[config.mk]
export PLATFORM = sky130hd
export DESIGN_NAME = selective_repeat_send_window
export DESIGN_NICKNAME = d
export VERILOG_FILES = /design/src/srsw_pkg.sv /design/src/selective_repeat_send_window.sv
export SDC_FILE = /design/constraint.sdc
export NUM_CORES = 2
export LEC_CHECK = 0
export BUFFER_PORTS_ARGS = -buffer_cell sky130_fd_sc_hd__buf_2
export CAP_MARGIN = 40
export CORE_MARGIN = 1.5
export CORE_UTILIZATION = 32
export DETAILED_ROUTE_END_ITERATION = 7
export RECOVER_POWER = 50
export SETUP_SLACK_MARGIN = 0.5
export SYNTH_ARGS = -nofsm -noshare
export SYNTH_HDL_FRONTEND = slang
export SYNTH_SLANG_ARGS = --single-unit
[constraint.sdc]
create_clock -name clock -period 10.23 [get_ports clock]
set_input_delay 0.5115 -clock clock [delete_from_list [all_inputs] [get_ports clock]]
set_output_delay 0.5115 -clock clock [all_outputs]
set_load 0.05 [all_outputs]
[src/srsw_pkg.sv]
// ----------------------------------------------------------------------------
// srsw_pkg
// Shared types and constants of the selective-repeat send window.
// ----------------------------------------------------------------------------
package srsw_pkg;

   localparam int MAX_WINDOW = 32;
   localparam int SLOT_W     = $clog2(MAX_WINDOW);
   localparam int PID_W      = 25;
   localparam int ACC_W      = 36;

   localparam logic [31:0] SRTT_RESET   = 32'd5000;
   localparam logic [31:0] DEV_RESET    = 32'd500;
   localparam logic [31:0] BOOST_LIMIT  = 32'd10000;
   localparam logic [10:0] ADAPT_RETRY  = 11'd1024;

   typedef enum logic [1:0] {
      REQ_START = 2'd0,
      REQ_SCAN  = 2'd1,
      REQ_ACK   = 2'd2,
      REQ_TIMER = 2'd3
   } req_type_type;

   typedef enum logic [2:0] {
      KIND_SEND    = 3'd0,
      KIND_CONNACK = 3'd1,
      KIND_ABORT   = 3'd2,
      KIND_DONE    = 3'd3,
      KIND_ACCEPT  = 3'd4,
      KIND_IGNORE  = 3'd5,
      KIND_IDLE    = 3'd6
   } kind_type;

   typedef enum logic [2:0] {
      SLOT_FINISHED = 3'd0,
      SLOT_TO_SEND  = 3'd1,
      SLOT_WAITING  = 3'd2,
      SLOT_ACKED    = 3'd3,
      SLOT_EXPIRED  = 3'd4
   } slot_status_type;

   typedef enum logic [2:0] {
      REG_WINDOW  = 3'd0,
      REG_PACKETS = 3'd1,
      REG_ADAPT   = 3'd2,
      REG_CLIENT  = 3'd3,
      REG_RETRIES = 3'd4,
      REG_TIMEOUT = 3'd5
   } reg_index_type;

   typedef enum logic [4:0] {
      ST_IDLE,
      ST_MOD,
      ST_SCAN_BASE,
      ST_SCAN_SLOT,
      ST_SCAN_CHK,
      ST_SCAN_SEND,
      ST_ACK_SLOT,
      ST_ACK_PID,
      ST_ACK_CHECK,
      ST_AD_E,
      ST_AD_S,
      ST_AD_D,
      ST_AD_X0,
      ST_AD_X1,
      ST_AD_CLAMP,
      ST_AD_T,
      ST_SLIDE_INIT,
      ST_SLIDE_BASE,
      ST_SLIDE,
      ST_SLIDE_END,
      ST_PUSH,
      ST_FINAL
   } state_type;

endpackage

[src/selective_repeat_send_window.sv]
// ----------------------------------------------------------------------------
// selective_repeat_send_window
// Selective-repeat ARQ sender: window slots, scan, ack slide and RTT estimate.
// ----------------------------------------------------------------------------
// Usage: one request word enters on req_* (start, scan, ack, timer expiry);
// the block then drops req_stall only when it is back in idle. Each request
// yields one or more result words on rsp_*, the final one marked by rsp_last.
// Configuration is written over the APB-style port; the user must write it
// only while the block is idle, which the block itself does not enforce.
// Every modulo, by the window or twice it, runs on one shared remainder unit,
// 5 bits per cycle. Start and timer go straight to the final word; an ack
// runs the estimator steps only in adaptive mode. The window walk visits one
// slot per cycle between sends. One result is held back so the last can be
// flagged; rsp_stall holds the output word and the sequencer waits on it.
// Reset clears control state: all slots finished, window empty, estimates at
// their defaults and the timeout at the initial timeout register's reset value.
// ----------------------------------------------------------------------------
module selective_repeat_send_window
   import srsw_pkg::*;
(
   input  logic              clock,
   input  logic              reset,
   input  logic              req_valid,
   output logic              req_stall,
   input  logic [1:0]        req_type,
   input  logic [5:0]        req_ack_num,
   input  logic [4:0]        req_slot_index,
   input  logic [31:0]       req_rtt_sample,
   output logic              rsp_valid,
   input  logic              rsp_stall,
   output logic [2:0]        rsp_kind,
   output logic [24:0]       rsp_packet_id,
   output logic [5:0]        rsp_seq_num,
   output logic              rsp_is_resend,
   output logic [31:0]       rsp_timeout_value,
   output logic              rsp_last,
   input  logic              psel,
   input  logic              penable,
   input  logic              pwrite,
   input  logic [4:0]        paddr,
   input  logic [31:0]       pwdata,
   output logic [31:0]       prdata,
   output logic              pready
);

   // configuration
   logic [5:0]  window_size_ff;
   logic [23:0] packet_count_ff;
   logic        adaptive_ff, client_ff;
   logic [9:0]  retries_ff;
   logic [31:0] init_to_ff;

   // window slots
   logic [2:0]       slot_status_ff [MAX_WINDOW];
   logic [PID_W-1:0] slot_pid_ff    [MAX_WINDOW];
   logic             slot_resent_ff [MAX_WINDOW];

   // state
   state_type state_ff, state_in, mod_ret_ff, mod_ret_in, push_ret_ff, push_ret_in;
   logic [PID_W-1:0] next_exp_ff, next_exp_in;
   logic [10:0] tsa_ff, tsa_in;
   logic        ack_seen_ff, ack_seen_in;
   logic [31:0] srtt_ff, srtt_in, dev_ff, dev_in, cur_to_ff, cur_to_in;

   // item
   logic [5:0]  ack_num_ff, ack_num_in;
   logic [31:0] rtt_ff, rtt_in;

   // remainder unit
   logic [PID_W-1:0] mod_num_ff, mod_num_in;
   logic [6:0]  mod_div_ff, mod_div_in;
   logic [5:0]  mod_rem_ff, mod_rem_in, mod_step;
   logic [2:0]  mod_cnt_ff, mod_cnt_in;

   // walk
   logic [SLOT_W-1:0] j_ff, j_in, j_next;
   logic [SLOT_W:0]   cnt_ff, cnt_in;
   logic              rs_ff, rs_in, expn_ff, expn_in;

   // estimator
   logic signed [ACC_W-1:0] s_ff, s_in, d_ff, d_in, e_ff, e_in;

   // held and output words
   logic             pend_valid_ff, pend_valid_in;
   logic [2:0]       pend_kind_ff, pend_kind_in, new_kind_ff, new_kind_in;
   logic [PID_W-1:0] pend_pid_ff, pend_pid_in, new_pid_ff, new_pid_in;
   logic [5:0]       pend_seq_ff, pend_seq_in, new_seq_ff, new_seq_in;
   logic             pend_rs_ff, pend_rs_in, new_rs_ff, new_rs_in;
   logic [31:0]      pend_to_ff, pend_to_in;
   logic             out_valid_ff, out_valid_in, out_last_ff, out_last_in;
   logic [2:0]       out_kind_ff, out_kind_in;
   logic [PID_W-1:0] out_pid_ff, out_pid_in;
   logic [5:0]       out_seq_ff, out_seq_in;
   logic             out_rs_ff, out_rs_in;
   logic [31:0]      out_to_ff, out_to_in;

   // slot write controls
   logic             slot_we, start_load, abort_clr;
   logic [2:0]       slot_wst;
   logic [PID_W-1:0] slot_wpid;
   logic             slot_wrs;

   logic [5:0]  win;
   logic [6:0]  win2;
   logic [10:0] limit;
   logic        accept, out_free, walk_end, cand, need_ca, mismatch, is_fin;
   logic [2:0]  cur_st;
   logic [PID_W-1:0] cur_pid, slid_pid;
   logic        cfg_wr;
   logic signed [ACC_W-1:0] t_sum;

   function automatic logic signed [ACC_W-1:0] tdiv4(input logic signed [ACC_W-1:0] x);
      tdiv4 = (x + (x[ACC_W-1] ? 36'sd3 : 36'sd0)) >>> 2;
   endfunction

   function automatic logic signed [ACC_W-1:0] tdiv8(input logic signed [ACC_W-1:0] x);
      tdiv8 = (x + (x[ACC_W-1] ? 36'sd7 : 36'sd0)) >>> 3;
   endfunction

   function automatic logic signed [ACC_W-1:0] sabs(input logic signed [ACC_W-1:0] x);
      sabs = x[ACC_W-1] ? -x : x;
   endfunction

   function automatic logic [31:0] clamp32(input logic signed [ACC_W-1:0] x);
      if (x[ACC_W-1])
         clamp32 = 32'd0;
      else if (x > $signed({4'd0, 32'hFFFF_FFFF}))
         clamp32 = 32'hFFFF_FFFF;
      else
         clamp32 = x[31:0];
   endfunction

   // ------------------------------------------------------------------
   assign win  = (window_size_ff == 6'd0) ? 6'd1 :
                 (window_size_ff > 6'(MAX_WINDOW)) ? 6'(MAX_WINDOW) : window_size_ff;
   assign win2 = {win, 1'b0};
   assign limit = adaptive_ff ? ADAPT_RETRY : {1'b0, retries_ff};
   assign accept   = req_valid && (state_ff == ST_IDLE);
   assign out_free = !out_valid_ff || !rsp_stall;
   assign cur_st   = slot_status_ff[j_ff];
   assign cur_pid  = slot_pid_ff[j_ff];
   assign j_next   = (({1'b0, j_ff} + 6'd1) == win) ? '0 : j_ff + 1'b1;
   assign walk_end = (cnt_ff == win);
   assign cand     = (cur_st == SLOT_TO_SEND) || (cur_st == SLOT_EXPIRED);
   assign need_ca  = !ack_seen_ff && (cnt_ff == '0) && (j_ff == '0);
   assign is_fin   = (cur_st == SLOT_FINISHED);
   assign mismatch = (mod_rem_ff != ack_num_ff);
   assign slid_pid = cur_pid + PID_W'(win);
   assign t_sum    = s_ff + (d_ff <<< 2);
   assign cfg_wr   = psel && penable && pwrite && pready;

   always_comb begin
      logic [6:0] t;
      logic [5:0] r;
      r = mod_rem_ff;
      for (int k = 0; k < 5; k++) begin
         t = {r, mod_num_ff[PID_W-1-k]};
         if (t >= mod_div_ff) t = t - mod_div_ff;
         r = t[5:0];
      end
      mod_step = r;
   end

   // next state
   always_comb begin
      state_in = state_ff;
      unique case (state_ff)
         ST_IDLE: begin
            if (accept) begin
               unique case (req_type)
                  REQ_START, REQ_TIMER: state_in = ST_FINAL;
                  default:              state_in = ST_MOD;
               endcase
            end
         end
         ST_MOD:        if (mod_cnt_ff == 3'd4) state_in = mod_ret_ff;
         ST_SCAN_BASE:  state_in = ST_SCAN_SLOT;
         ST_SCAN_SLOT: begin
            if (walk_end)
               state_in = ST_FINAL;
            else if (cand)
               state_in = need_ca ? ST_PUSH : ST_SCAN_CHK;
         end
         ST_SCAN_CHK: begin
            if (cur_st == SLOT_EXPIRED && tsa_ff >= limit)
               state_in = ST_PUSH;
            else
               state_in = ST_MOD;
         end
         ST_SCAN_SEND:  state_in = ST_PUSH;
         ST_ACK_SLOT:   state_in = ST_ACK_PID;
         ST_ACK_PID:    state_in = ST_MOD;
         ST_ACK_CHECK: begin
            if (is_fin || mismatch)
               state_in = ST_PUSH;
            else
               state_in = adaptive_ff ? ST_AD_E : ST_SLIDE_INIT;
         end
         ST_AD_E:       state_in = rs_ff ? ST_AD_X0 : ST_AD_S;
         ST_AD_S:       state_in = ST_AD_D;
         ST_AD_D:       state_in = ST_AD_X0;
         ST_AD_X0: begin
            if (expn_ff && s_ff < $signed({4'd0, BOOST_LIMIT}))
               state_in = ST_AD_X1;
            else
               state_in = ST_AD_CLAMP;
         end
         ST_AD_X1:      state_in = ST_AD_CLAMP;
         ST_AD_CLAMP:   state_in = ST_AD_T;
         ST_AD_T:       state_in = ST_SLIDE_INIT;
         ST_SLIDE_INIT: state_in = ST_MOD;
         ST_SLIDE_BASE: state_in = ST_SLIDE;
         ST_SLIDE:      if (walk_end || cur_st != SLOT_ACKED) state_in = ST_SLIDE_END;
         ST_SLIDE_END:  state_in = ST_PUSH;
         ST_PUSH:       if (!pend_valid_ff || out_free) state_in = push_ret_ff;
         ST_FINAL:      if (out_free) state_in = ST_IDLE;
         default:       state_in = ST_IDLE;
      endcase
   end

   // datapath
   always_comb begin
      mod_ret_in  = mod_ret_ff;
      push_ret_in = push_ret_ff;
      next_exp_in = next_exp_ff;
      tsa_in      = tsa_ff;
      ack_seen_in = ack_seen_ff;
      srtt_in     = srtt_ff;
      dev_in      = dev_ff;
      cur_to_in   = cur_to_ff;
      ack_num_in  = ack_num_ff;
      rtt_in      = rtt_ff;
      mod_num_in  = mod_num_ff;
      mod_div_in  = mod_div_ff;
      mod_rem_in  = mod_rem_ff;
      mod_cnt_in  = mod_cnt_ff;
      j_in        = j_ff;
      cnt_in      = cnt_ff;
      rs_in       = rs_ff;
      expn_in     = expn_ff;
      s_in        = s_ff;
      d_in        = d_ff;
      e_in        = e_ff;
      pend_valid_in = pend_valid_ff;
      pend_kind_in  = pend_kind_ff;
      pend_pid_in   = pend_pid_ff;
      pend_seq_in   = pend_seq_ff;
      pend_rs_in    = pend_rs_ff;
      pend_to_in    = pend_to_ff;
      new_kind_in   = new_kind_ff;
      new_pid_in    = new_pid_ff;
      new_seq_in    = new_seq_ff;
      new_rs_in     = new_rs_ff;
      out_valid_in  = out_valid_ff && rsp_stall;
      out_kind_in   = out_kind_ff;
      out_pid_in    = out_pid_ff;
      out_seq_in    = out_seq_ff;
      out_rs_in     = out_rs_ff;
      out_to_in     = out_to_ff;
      out_last_in   = out_last_ff;
      slot_we    = 1'b0;
      slot_wst   = cur_st;
      slot_wpid  = cur_pid;
      slot_wrs   = slot_resent_ff[j_ff];
      start_load = 1'b0;
      abort_clr  = 1'b0;

      unique case (state_ff)
         ST_IDLE: begin
            if (accept) begin
               ack_num_in = req_ack_num;
               rtt_in     = req_rtt_sample;
               mod_rem_in = '0;
               mod_cnt_in = '0;
               mod_div_in = {1'b0, win};
               unique case (req_type)
                  REQ_START: begin
                     start_load  = 1'b1;
                     next_exp_in = '0;
                     tsa_in      = '0;
                     ack_seen_in = !client_ff;
                     cur_to_in   = init_to_ff;
                  end
                  REQ_SCAN: begin
                     mod_num_in = next_exp_ff;
                     mod_ret_in = ST_SCAN_BASE;
                  end
                  REQ_ACK: begin
                     mod_num_in = {{(PID_W-6){1'b0}}, req_ack_num};
                     mod_ret_in = ST_ACK_SLOT;
                  end
                  default: begin
                     if ({1'b0, req_slot_index} < win
                         && slot_status_ff[req_slot_index] == SLOT_WAITING) begin
                        j_in = req_slot_index;
                     end
                  end
               endcase
            end
         end
         ST_MOD: begin
            mod_rem_in = mod_step;
            mod_num_in = mod_num_ff << 5;
            mod_cnt_in = mod_cnt_ff + 3'd1;
         end
         ST_SCAN_BASE: begin
            j_in   = mod_rem_ff[SLOT_W-1:0];
            cnt_in = '0;
         end
         ST_SCAN_SLOT: begin
            if (!walk_end) begin
               if (!cand) begin
                  j_in   = j_next;
                  cnt_in = cnt_ff + 1'b1;
               end else if (need_ca) begin
                  new_kind_in = KIND_CONNACK;
                  new_pid_in  = '0;
                  new_seq_in  = '0;
                  new_rs_in   = 1'b0;
                  push_ret_in = ST_SCAN_CHK;
               end
            end
         end
         ST_SCAN_CHK: begin
            mod_num_in = cur_pid;
            mod_div_in = win2;
            mod_rem_in = '0;
            mod_cnt_in = '0;
            mod_ret_in = ST_SCAN_SEND;
            rs_in      = 1'b0;
            if (cur_st == SLOT_EXPIRED) begin
               if (tsa_ff >= limit) begin
                  abort_clr   = 1'b1;
                  new_kind_in = KIND_ABORT;
                  new_pid_in  = '0;
                  new_seq_in  = '0;
                  new_rs_in   = 1'b0;
                  push_ret_in = ST_FINAL;
               end else begin
                  tsa_in   = tsa_ff + 11'd1;
                  rs_in    = 1'b1;
                  slot_we  = 1'b1;
                  slot_wrs = 1'b1;
               end
            end
         end
         ST_SCAN_SEND: begin
            new_kind_in = KIND_SEND;
            new_pid_in  = cur_pid;
            new_seq_in  = mod_rem_ff;
            new_rs_in   = rs_ff;
            push_ret_in = ST_SCAN_SLOT;
            slot_we     = 1'b1;
            slot_wst    = SLOT_WAITING;
            j_in        = j_next;
            cnt_in      = cnt_ff + 1'b1;
         end
         ST_ACK_SLOT: j_in = mod_rem_ff[SLOT_W-1:0];
         ST_ACK_PID: begin
            mod_num_in = cur_pid;
            mod_div_in = win2;
            mod_rem_in = '0;
            mod_cnt_in = '0;
            mod_ret_in = ST_ACK_CHECK;
         end
         ST_ACK_CHECK: begin
            if (is_fin || mismatch) begin
               new_kind_in = KIND_IGNORE;
               new_pid_in  = '0;
               new_seq_in  = '0;
               new_rs_in   = 1'b0;
               push_ret_in = ST_FINAL;
            end else begin
               slot_we     = 1'b1;
               slot_wst    = SLOT_ACKED;
               rs_in       = slot_resent_ff[j_ff];
               expn_in     = (tsa_ff != '0);
               ack_seen_in = 1'b1;
               tsa_in      = '0;
               s_in        = $signed({4'd0, srtt_ff});
               d_in        = $signed({4'd0, dev_ff});
            end
         end
         ST_AD_E:  e_in = $signed({4'd0, rtt_ff}) - s_ff;
         ST_AD_S: begin
            s_in = s_ff + tdiv8(e_ff);
            e_in = sabs(e_ff);
         end
         ST_AD_D:  d_in = d_ff + tdiv4(e_ff - d_ff);
         ST_AD_X0: begin
            if (expn_ff && s_ff < $signed({4'd0, BOOST_LIMIT})) begin
               e_in = s_ff >>> 1;
               s_in = s_ff + (s_ff >>> 3);
            end
         end
         ST_AD_X1: d_in = d_ff + tdiv4(sabs(e_ff) - d_ff);
         ST_AD_CLAMP: begin
            srtt_in = clamp32(s_ff);
            dev_in  = clamp32(d_ff);
            s_in    = $signed({4'd0, clamp32(s_ff)});
            d_in    = $signed({4'd0, clamp32(d_ff)});
         end
         ST_AD_T: begin
            cur_to_in = (t_sum > $signed({4'd0, 32'hFFFF_FFFF})) ? 32'hFFFF_FFFF
                                                                 : t_sum[31:0];
         end
         ST_SLIDE_INIT: begin
            mod_num_in = next_exp_ff;
            mod_div_in = {1'b0, win};
            mod_rem_in = '0;
            mod_cnt_in = '0;
            mod_ret_in = ST_SLIDE_BASE;
         end
         ST_SLIDE_BASE: begin
            j_in   = mod_rem_ff[SLOT_W-1:0];
            cnt_in = '0;
         end
         ST_SLIDE: begin
            if (!walk_end && cur_st == SLOT_ACKED) begin
               slot_we   = 1'b1;
               slot_wpid = slid_pid;
               if ({1'b0, packet_count_ff} >= ({1'b0, slid_pid} + 26'd1)) begin
                  slot_wst = SLOT_TO_SEND;
                  slot_wrs = 1'b0;
               end else begin
                  slot_wst = SLOT_FINISHED;
               end
               j_in   = j_next;
               cnt_in = cnt_ff + 1'b1;
            end
         end
         ST_SLIDE_END: begin
            next_exp_in = next_exp_ff + PID_W'(cnt_ff);
            new_kind_in = ((next_exp_ff + PID_W'(cnt_ff)) >= {1'b0, packet_count_ff})
                          ? KIND_DONE : KIND_ACCEPT;
            new_pid_in  = '0;
            new_seq_in  = '0;
            new_rs_in   = 1'b0;
            push_ret_in = ST_FINAL;
         end
         ST_PUSH: begin
            if (!pend_valid_ff || out_free) begin
               if (pend_valid_ff) begin
                  out_valid_in = 1'b1;
                  out_kind_in  = pend_kind_ff;
                  out_pid_in   = pend_pid_ff;
                  out_seq_in   = pend_seq_ff;
                  out_rs_in    = pend_rs_ff;
                  out_to_in    = pend_to_ff;
                  out_last_in  = 1'b0;
               end
               pend_valid_in = 1'b1;
               pend_kind_in  = new_kind_ff;
               pend_pid_in   = new_pid_ff;
               pend_seq_in   = new_seq_ff;
               pend_rs_in    = new_rs_ff;
               pend_to_in    = cur_to_ff;
            end
         end
         ST_FINAL: begin
            if (out_free) begin
               out_valid_in  = 1'b1;
               out_last_in   = 1'b1;
               pend_valid_in = 1'b0;
               if (pend_valid_ff) begin
                  out_kind_in = pend_kind_ff;
                  out_pid_in  = pend_pid_ff;
                  out_seq_in  = pend_seq_ff;
                  out_rs_in   = pend_rs_ff;
                  out_to_in   = pend_to_ff;
               end else begin
                  out_kind_in = KIND_IDLE;
                  out_pid_in  = '0;
                  out_seq_in  = '0;
                  out_rs_in   = 1'b0;
                  out_to_in   = cur_to_ff;
               end
            end
         end
         default: ;
      endcase
   end

   // timer expiry marks the slot in the idle cycle itself
   logic timer_hit;
   assign timer_hit = accept && (req_type == REQ_TIMER)
                      && ({1'b0, req_slot_index} < win)
                      && (slot_status_ff[req_slot_index] == SLOT_WAITING);

   always_ff @(posedge clock) begin
      if (reset) begin
         for (int i = 0; i < MAX_WINDOW; i++) begin
            slot_status_ff[i] <= SLOT_FINISHED;
            slot_pid_ff[i]    <= '0;
            slot_resent_ff[i] <= 1'b0;
         end
      end else if (start_load) begin
         for (int i = 0; i < MAX_WINDOW; i++) begin
            slot_resent_ff[i] <= 1'b0;
            slot_pid_ff[i]    <= PID_W'(i);
            slot_status_ff[i] <= (i < int'(win) && int'(packet_count_ff) >= i + 1)
                                 ? SLOT_TO_SEND : SLOT_FINISHED;
         end
      end else if (abort_clr) begin
         for (int i = 0; i < MAX_WINDOW; i++) slot_status_ff[i] <= SLOT_FINISHED;
      end else if (timer_hit) begin
         slot_status_ff[req_slot_index] <= SLOT_EXPIRED;
      end else if (slot_we) begin
         slot_status_ff[j_ff] <= slot_wst;
         slot_pid_ff[j_ff]    <= slot_wpid;
         slot_resent_ff[j_ff] <= slot_wrs;
      end
   end

   always_ff @(posedge clock) begin
      if (reset) begin
         window_size_ff  <= 6'd4;
         packet_count_ff <= 24'd1;
         adaptive_ff     <= 1'b0;
         client_ff       <= 1'b0;
         retries_ff      <= 10'd10;
         init_to_ff      <= 32'd5000;
      end else if (cfg_wr) begin
         unique case (paddr[4:2])
            REG_WINDOW:  window_size_ff  <= pwdata[5:0];
            REG_PACKETS: packet_count_ff <= pwdata[23:0];
            REG_ADAPT:   adaptive_ff     <= pwdata[0];
            REG_CLIENT:  client_ff       <= pwdata[0];
            REG_RETRIES: retries_ff      <= pwdata[9:0];
            REG_TIMEOUT: init_to_ff      <= pwdata;
            default: ;
         endcase
      end
   end

   always_comb begin
      unique case (paddr[4:2])
         REG_WINDOW:  prdata = {26'd0, window_size_ff};
         REG_PACKETS: prdata = {8'd0, packet_count_ff};
         REG_ADAPT:   prdata = {31'd0, adaptive_ff};
         REG_CLIENT:  prdata = {31'd0, client_ff};
         REG_RETRIES: prdata = {22'd0, retries_ff};
         REG_TIMEOUT: prdata = init_to_ff;
         default:     prdata = '0;
      endcase
   end
   assign pready = 1'b1;

   always_ff @(posedge clock) begin
      if (reset) begin
         state_ff      <= ST_IDLE;
         mod_ret_ff    <= ST_IDLE;
         push_ret_ff   <= ST_IDLE;
         next_exp_ff   <= '0;
         tsa_ff        <= '0;
         ack_seen_ff   <= 1'b0;
         srtt_ff       <= SRTT_RESET;
         dev_ff        <= DEV_RESET;
         cur_to_ff     <= 32'd5000;
         pend_valid_ff <= 1'b0;
         out_valid_ff  <= 1'b0;
      end else begin
         state_ff      <= state_in;
         mod_ret_ff    <= mod_ret_in;
         push_ret_ff   <= push_ret_in;
         next_exp_ff   <= next_exp_in;
         tsa_ff        <= tsa_in;
         ack_seen_ff   <= ack_seen_in;
         srtt_ff       <= srtt_in;
         dev_ff        <= dev_in;
         cur_to_ff     <= cur_to_in;
         pend_valid_ff <= pend_valid_in;
         out_valid_ff  <= out_valid_in;
      end
   end

   always_ff @(posedge clock) begin
      ack_num_ff   <= ack_num_in;
      rtt_ff       <= rtt_in;
      mod_num_ff   <= mod_num_in;
      mod_div_ff   <= mod_div_in;
      mod_rem_ff   <= mod_rem_in;
      mod_cnt_ff   <= mod_cnt_in;
      j_ff         <= j_in;
      cnt_ff       <= cnt_in;
      rs_ff        <= rs_in;
      expn_ff      <= expn_in;
      s_ff         <= s_in;
      d_ff         <= d_in;
      e_ff         <= e_in;
      pend_kind_ff <= pend_kind_in;
      pend_pid_ff  <= pend_pid_in;
      pend_seq_ff  <= pend_seq_in;
      pend_rs_ff   <= pend_rs_in;
      pend_to_ff   <= pend_to_in;
      new_kind_ff  <= new_kind_in;
      new_pid_ff   <= new_pid_in;
      new_seq_ff   <= new_seq_in;
      new_rs_ff    <= new_rs_in;
      out_kind_ff  <= out_kind_in;
      out_pid_ff   <= out_pid_in;
      out_seq_ff   <= out_seq_in;
      out_rs_ff    <= out_rs_in;
      out_to_ff    <= out_to_in;
      out_last_ff  <= out_last_in;
   end

   assign req_stall         = (state_ff != ST_IDLE);
   assign rsp_valid         = out_valid_ff;
   assign rsp_kind          = out_kind_ff;
   assign rsp_packet_id     = out_pid_ff;
   assign rsp_seq_num       = out_seq_ff;
   assign rsp_is_resend     = out_rs_ff;
   assign rsp_timeout_value = out_to_ff;
   assign rsp_last          = out_last_ff;

endmodule
=== Word level (Yosys, flattened, before mapping) ===
Memory sizes are Yosys's and may differ from the RTL's. A register that Yosys moved wholly into a read port is not among the register bits.
Cells that the tools add are included.

* Register bits: 594
* Memory bits (writable): 928
* Input port bits: 89
* Output and inout bits: 103
* Word-level logic and storage cells: 831
* Memories: 3

{| class="wikitable"
|+ Memories
! memory !! depth !! bits a word !! rd ports !! clocked after memory_dff !! write ports !! RTL line !! RTL
|-
| slot_pid_ff || 32 || 25 || 1 || 1 || 32 || selective_repeat_send_window.sv:55 || <nowiki>logic [PID_W-1:0] slot_pid_ff [MAX_WINDOW];</nowiki>
|-
| slot_status_ff || 32 || 3 || 2 || 1 || 32 || selective_repeat_send_window.sv:54 || <nowiki>logic [2:0] slot_status_ff [MAX_WINDOW];</nowiki>
|-
| slot_resent_ff || 32 || 1 || 1 || 1 || 32 || selective_repeat_send_window.sv:56 || <nowiki>logic slot_resent_ff [MAX_WINDOW];</nowiki>
|}

* $add $sub $neg: 25
* $lt $le $gt $ge: 78
* Equal/unequal tests: 60
* Mux-type cells: 371
* Bitwise logic cells: 129
* Reduce and logical (&&, ||, !) cells: 120

{| class="wikitable"
|+ Operator list
! kind !! count
|-
| $mux 25 || 48
|-
| $ge 24x5->1 const B || 16
|-
| $mux 32 || 11
|-
| $pmux 36 s4 || 2
|-
| $mux 3 || 82
|-
| $ge 24x4->1 const B || 8
|-
| $pmux 32 s6 || 1
|-
| $mux 36 || 5
|-
| $mux 5 || 33
|-
| $pmux 25 s2 || 3
|-
| $or 1x1->1 || 128
|-
| $pmux 32 s2 || 2
|-
| $mux 1 || 126
|-
| $mux 6 || 21
|-
| $pmux 25 s5 || 1
|-
| $gt 36x33->1 const B || 3
|-
| $pmux 36 s3 || 1
|-
| $pmux 25 s4 || 1
|-
| $pmux 5 s20 || 1
|-
| $ge 24x3->1 const B || 4
|-
| $lt 5x6->1 const A || 16
|-
| $add 36x3->36 || 2
|-
| $add 36x33->36 || 2
|-
| $add 36x34->36 || 2
|-
| 84 further kinds || 264
|}

=== Depth between registers and ports, before layout ===
* Word-level depth: 16
* Mapped depth: 55
* Mapped depth without buffers: 52

=== Worst setup path after synthesis ===
No wires, ideal clock.

* Path type: reg-to-reg
* From: reg mod_div_ff[1]
* To: reg mod_rem_ff[1], data pin
* Setup time: 0.261 ns
* Arrival: 10.572 ns
* Data required time: 9.969 ns
* Slack: -0.603 ns
* Cell stages (with the launch flop): 55
* Path buffers: 3
* Cell sequence: edfxtp_1 > inv_1 > ha_1 > nor2b_1 > o21ai_0 > a21boi_0 > o21ai_0 > nand2b_1 > a211o_1 > a21o_1 > clkbuf_1 > mux2_2 > inv_1 > ha_1 > nor2b_1 > o21ai_0 > nand2b_1 > a21o_1 > [... 19 more ...] > nand2b_1 > a21o_1 > a21o_1 > a31o_2 > a21o_1 > a21o_1 > clkbuf_1 > a21oi_1 > ha_1 > a21o_1 > a21o_1 > a21o_1 > a21o_1 > a211o_1 > a21o_1 > clkbuf_1 > mux2i_1 > nor2_1

* Cells in the longest elaborated chain, start to end: 11

{| class="wikitable"
|+ Ends and longest elaborated chain
! element !! RTL line !! RTL
|-
| start: declaration || selective_repeat_send_window.sv:71 || <nowiki>logic [6:0] mod_div_ff, mod_div_in;</nowiki>
|-
| start signal: assignment || selective_repeat_send_window.sv:581 || <nowiki>mod_div_ff <= mod_div_in;</nowiki>
|-
| $sub 6x6->6 or $ge 7x7->1 (tied branches) || selective_repeat_send_window.sv:158 || <nowiki>if (t >= mod_div_ff) t = t - mod_div_ff;</nowiki>
|-
| $mux 6 || selective_repeat_send_window.sv:158 ||
|-
| $sub 6x6->6 or $ge 7x7->1 (tied branches) || selective_repeat_send_window.sv:158 ||
|-
| $mux 6 || selective_repeat_send_window.sv:158 ||
|-
| $sub 6x6->6 or $ge 7x7->1 (tied branches) || selective_repeat_send_window.sv:158 ||
|-
| $mux 6 || selective_repeat_send_window.sv:158 ||
|-
| $ge 7x7->1 or $sub 6x6->6 (tied branches) || selective_repeat_send_window.sv:158 ||
|-
| $mux 6 || selective_repeat_send_window.sv:158 ||
|-
| $sub 6x6->6 or $ge 7x7->1 (tied branches) || selective_repeat_send_window.sv:158 ||
|-
| $mux 6 (*) || selective_repeat_send_window.sv:158 ||
|-
| $pmux 6 s3 (*) || selective_repeat_send_window.sv:268 || <nowiki>unique case (state_ff)</nowiki>
|-
| end signal: assignment || selective_repeat_send_window.sv:582 || <nowiki>mod_rem_ff <= mod_rem_in;</nowiki>
|-
| end: declaration || selective_repeat_send_window.sv:72 || <nowiki>logic [5:0] mod_rem_ff, mod_rem_in, mod_step;</nowiki>
|}

Every way passes the cells marked *; elsewhere a longest branch is shown, timed or not.
A chain may end at the register's enable or synchronous reset.

==> impl_metrics.py <==
metrics = {
    "worst_setup_path": {
        "critPathLaunchType": "register",
        "critPathMaxStageDelay_ns": 1.64,
        "reg2reg_slack_ns": 0.61,
        "crit_chain": "buf_4 > mux4_2 > mux4_2 > mux2i_1 > clkbuf_1 > or2_2 > a21oi_1 > o32ai_2 > nand3_4 > nor4b_4 > nand2_1 > or3_1 > xnor2_1 > ha_1 > nor2b_1 > a2111oi_0 > o21ai_0 > a31o_2 > a21oi_1 > buf_4 > and3b_4 > o31ai_4 > buf_12 > o21ai_0",
        "critPathRequiredTime_ns": 10.75,
        "path_class": "register to register",
        "ff2ff_path_depth": 24,
        "endpoint_kind": "register",
        "crit_slowest_cell": "dfxtp_1",
        "arrival_ns": 10.15,
        "crit_fanout": 44,
        "reg2reg_to": "slot_status_ff[17][0]",
    },
    "global_route": {
        "grt_pass1_vias": 62529,
        "grt.overflow.total": 0,
        "grt_pass1_wl_microns": 408500,
        "grt.total_usage_pct": 19.85,
        "antenna_found_initial": 9,
        "grt_max_degree": 159,
    },
    "synth": {
        "syn_nets": 8340,
        "yosysSeqAreaShare_pct": 50.84,
        "synthCells": 7903,
        "synth_edf_count": 1298,
        "async_reset_ff_share_pct": 0,
        "ys.flop_type": "edfxtp_1",
        "yosysWarnings": 0,
        "synth_area_sq_mm": 0.08564,
        "synth_seq_cells": 1526,
        "syn_area_per_cell_sq_um": 10.84,
        "synth_cell_types": 104,
    },
    "routing": {
        "wirelength_microns": 278100,
        "postRouteAntennaNets": 0,
        "wl_per_cell_microns": 23.59,
        "route.detailed.drc": 0,
        "vias": 65468,
        "dr.pass1.iters": 6,
        "viasPerCell": 5.554,
        "drtIter0Drc": 6796,
    },
    "sta": {
        "tightestPinTransition_ns": 7.854,
        "slew_violations": 1259,
        "setup_viol": 0,
        "rsz0062_at_grt": "false",
        "finalSetupTns_ns": 0,
        "hold_viol": 0,
        "fin_crit_sh_pct": 94.08,
        "fin_skew_ns": 0.09902,
        "maxClockFrequency_mhz": 103.9,
        "maxSlewHeadroom_pct": -423.6,
        "period_needed_ns": 9.625,
    },
    "job": {
        "drv_cap": 32,
    },
    "pwr": {
        "power_density_mw_per_mm2": 296.4,
        "leakagePower_uw": 0.03538,
        "peakVddDrop_mv": 0.8571,
    },
    "worst_hold_path": {
        "min_path_type": "primary input to register",
        "min_from": "rsp_stall",
        "holdPathEnd": "rsp_valid",
        "holdPathStages": 3,
    },
    "run_status": {
        "status": "complete, but fails checks",
        "violations": "capacitance limit, slew limit",
    },
    "cts": {
        "cts_num_sinks": 1526,
        "numCtsBuffers": 167,
        "clock_latency_ns": 0.88,
        "clock_path_buffers": 4,
        "path_clk_slew_ns": 0.06,
        "cts_htree_levels": 4,
        "cts_tree": "done",
        "root_buffer": "clkbuf_16",
    },
    "layout": {
        "final_common_cell": "edfxtp_1",
        "final_area_sq_mm": 0.09730,
        "num-nets-final": 8566,
        "area_delta_synth_final_pct": 13.61,
        "final_cell_mix": "edfxtp_1 (1,298), nor2_1 (1,203), nand2_1 (712), a21oi_1 (495), ha_1 (330)",
        "drive_gt1_share_pct": 12.76,
    },
    "place": {
        "placed_area_sq_mm": 0.09147,
        "dp_hpwl_microns": 194700,
        "io_buffers": 188,
        "place.gp.congestion": 0.9213,
    },
    "die": {
        "io_pins": 192,
        "dieArea_sq_mm": 0.2707,
        "fp.coreArea_sq_mm": 0.2656,
        "start_util_pct": 32.25,
        "num_rows": 189,
        "dieHeight_microns": 520.3,
        "die_w_microns": 520.3,
    },
}
per-layer routing:
| metal | share of wire, % | track usage (%) |
|---|---|---|
| met3 | 8.4 | 3.003 |
| met5 | 0.0040 | 0 |
| met1 | 42 | 27.20 |
| met2 | 46 | 31.72 |
| met4 | 3.7 | 7.213 |
synth_stat cells, types with 71 or more instances:
library cell,count,area (sq um)
edfxtp_1,1298,38980
nor2_1,1211,4546
nand2_1,715,2684
a21oi_1,504,2522
clkbuf_1,373,1400
o21ai_0,338,1692
ha_1,335,4192
xnor2_1,259,2268
mux4_2,250,5630
inv_1,247,927.1
dfxtp_1,228,4564
nand3_1,198,991.0
xor2_1,159,1393
mux2i_1,138,1381
a21o_1,118,885.9
nor3_1,118,590.6
o211ai_1,92,690.7
and2_1,83,519.3
and3_1,71,444.2
layout make-up:
| type | instances | area [sq um] |
|---|---|---|
| fill | 25931 | 168300 |
| sequential | 1526 | 43550 |
| multi-input combinational | 5628 | 39430 |
| clock buffer | 216 | 4425 |
| tap | 3533 | 4420 |
| timing repair buffer | 557 | 3766 |
| inverter | 249 | 939.7 |
| clock inverter | 75 | 754.5 |
| antenna | 4 | 10.01 |
sequential cells by signal, indices dropped and copies added (netlist names), 7 cells and up, named ones only:
| register | flops |
|---|---|
| tsa_ff | 11 |
| slot_pid_ff | 800 |
| slot_resent_ff | 32 |
| rtt_ff | 32 |
| mod_div_ff | 7 |
| e_ff | 36 |
| new_pid_ff | 25 |
| mod_num_ff | 25 |
| retries_ff | 10 |
| init_to_ff | 32 |
| d_ff | 36 |
| s_ff | 36 |
| packet_count_ff | 24 |
| dev_ff | 32 |
| next_exp_ff | 25 |
| srtt_ff | 32 |
| rsp_packet_id | 25 |
| pend_pid_ff | 25 |
| slot_status_ff | 96 |
| cur_to_ff | 32 |
| pend_to_ff | 32 |
| rsp_timeout_value | 32 |
kinds of logic after synthesis:
family,after synthesis,share of synthesized area (%)
AOI/OAI and AO/OA,1578,11.77
xor gates and xnor gates,418,4.275
adders and majority gates,348,5.198
buffers and inverters,749,3.720
DFF,1526,50.84
muxes,461,9.210
other,1,0.004379
and+or+nand+nor,2822,14.98
worst max path at each step:
stage	start	endpoint	slack, ns	cells after the start
floorplan	mod_div_ff[1]	mod_rem_ff[1]	0.51	55
global placement	e_ff[4]	d_ff[32]	0.38	36
detailed placement	e_ff[4]	d_ff[32]	0.31	36
CTS	e_ff[4]	d_ff[32]	0.50	36
global route	register	slot_pid_ff[21][21]	0.28	14
finish	register	slot_status_ff[17][0]	0.61	24
stage by stage:
| step | total power (uW) | setup slack [ns] | hold slack [ns] | cells | util [%] |
|---|---|---|---|---|---|
| after floorplan | 17390 | 0.5080 | 0.4003 | 7903 | - |
| after global placement | 21930 | 0.3834 | 0.4078 | 11366 | 34.28 |
| after detailed placement | 22070 | 0.3058 | 0.4045 | 11400 | 34.44 |
| after CTS | 28080 | 0.5010 | 0.03331 | 11761 | 36.66 |
| after global routing | 30360 | 0.2773 | 0.05686 | 11787 | 36.64 |
| final | 28840 | 0.6051 | 0.07695 | 11788 | 36.64 |
worst max-delay path, delay by kind of cell (launching register included):
kind            cells  cell delay [ns]
simple gates        7             1.68
flops               1             1.64
compound gates      8             1.77
fa+ha+maj           1             0.27
buf+inv             4             1.83
xor+xnor            1             0.20
mux                 3             1.83
repair_timing:
item | CTS | global route
hold buffers | 70 | 0
pin swaps | 0 | 31
buffers inserted | 0 | 23
gates resized for setup | 5 | 39
gates cloned | 0 | 0
setup endpoints to repair | 6 | 22
hold endpoints to repair | 103 | 0
power by group:
| group | internal [uW] | switching [uW] | total [uW] |
|---|---|---|---|
| logic | 6370 | 8650 | 15000 |
| registers | 7520 | 358 | 7880 |
| clock network | 3380 | 2560 | 5940 |
| total | 17300 | 11600 | 28800 |
Power figures use the tool's default switching activity.
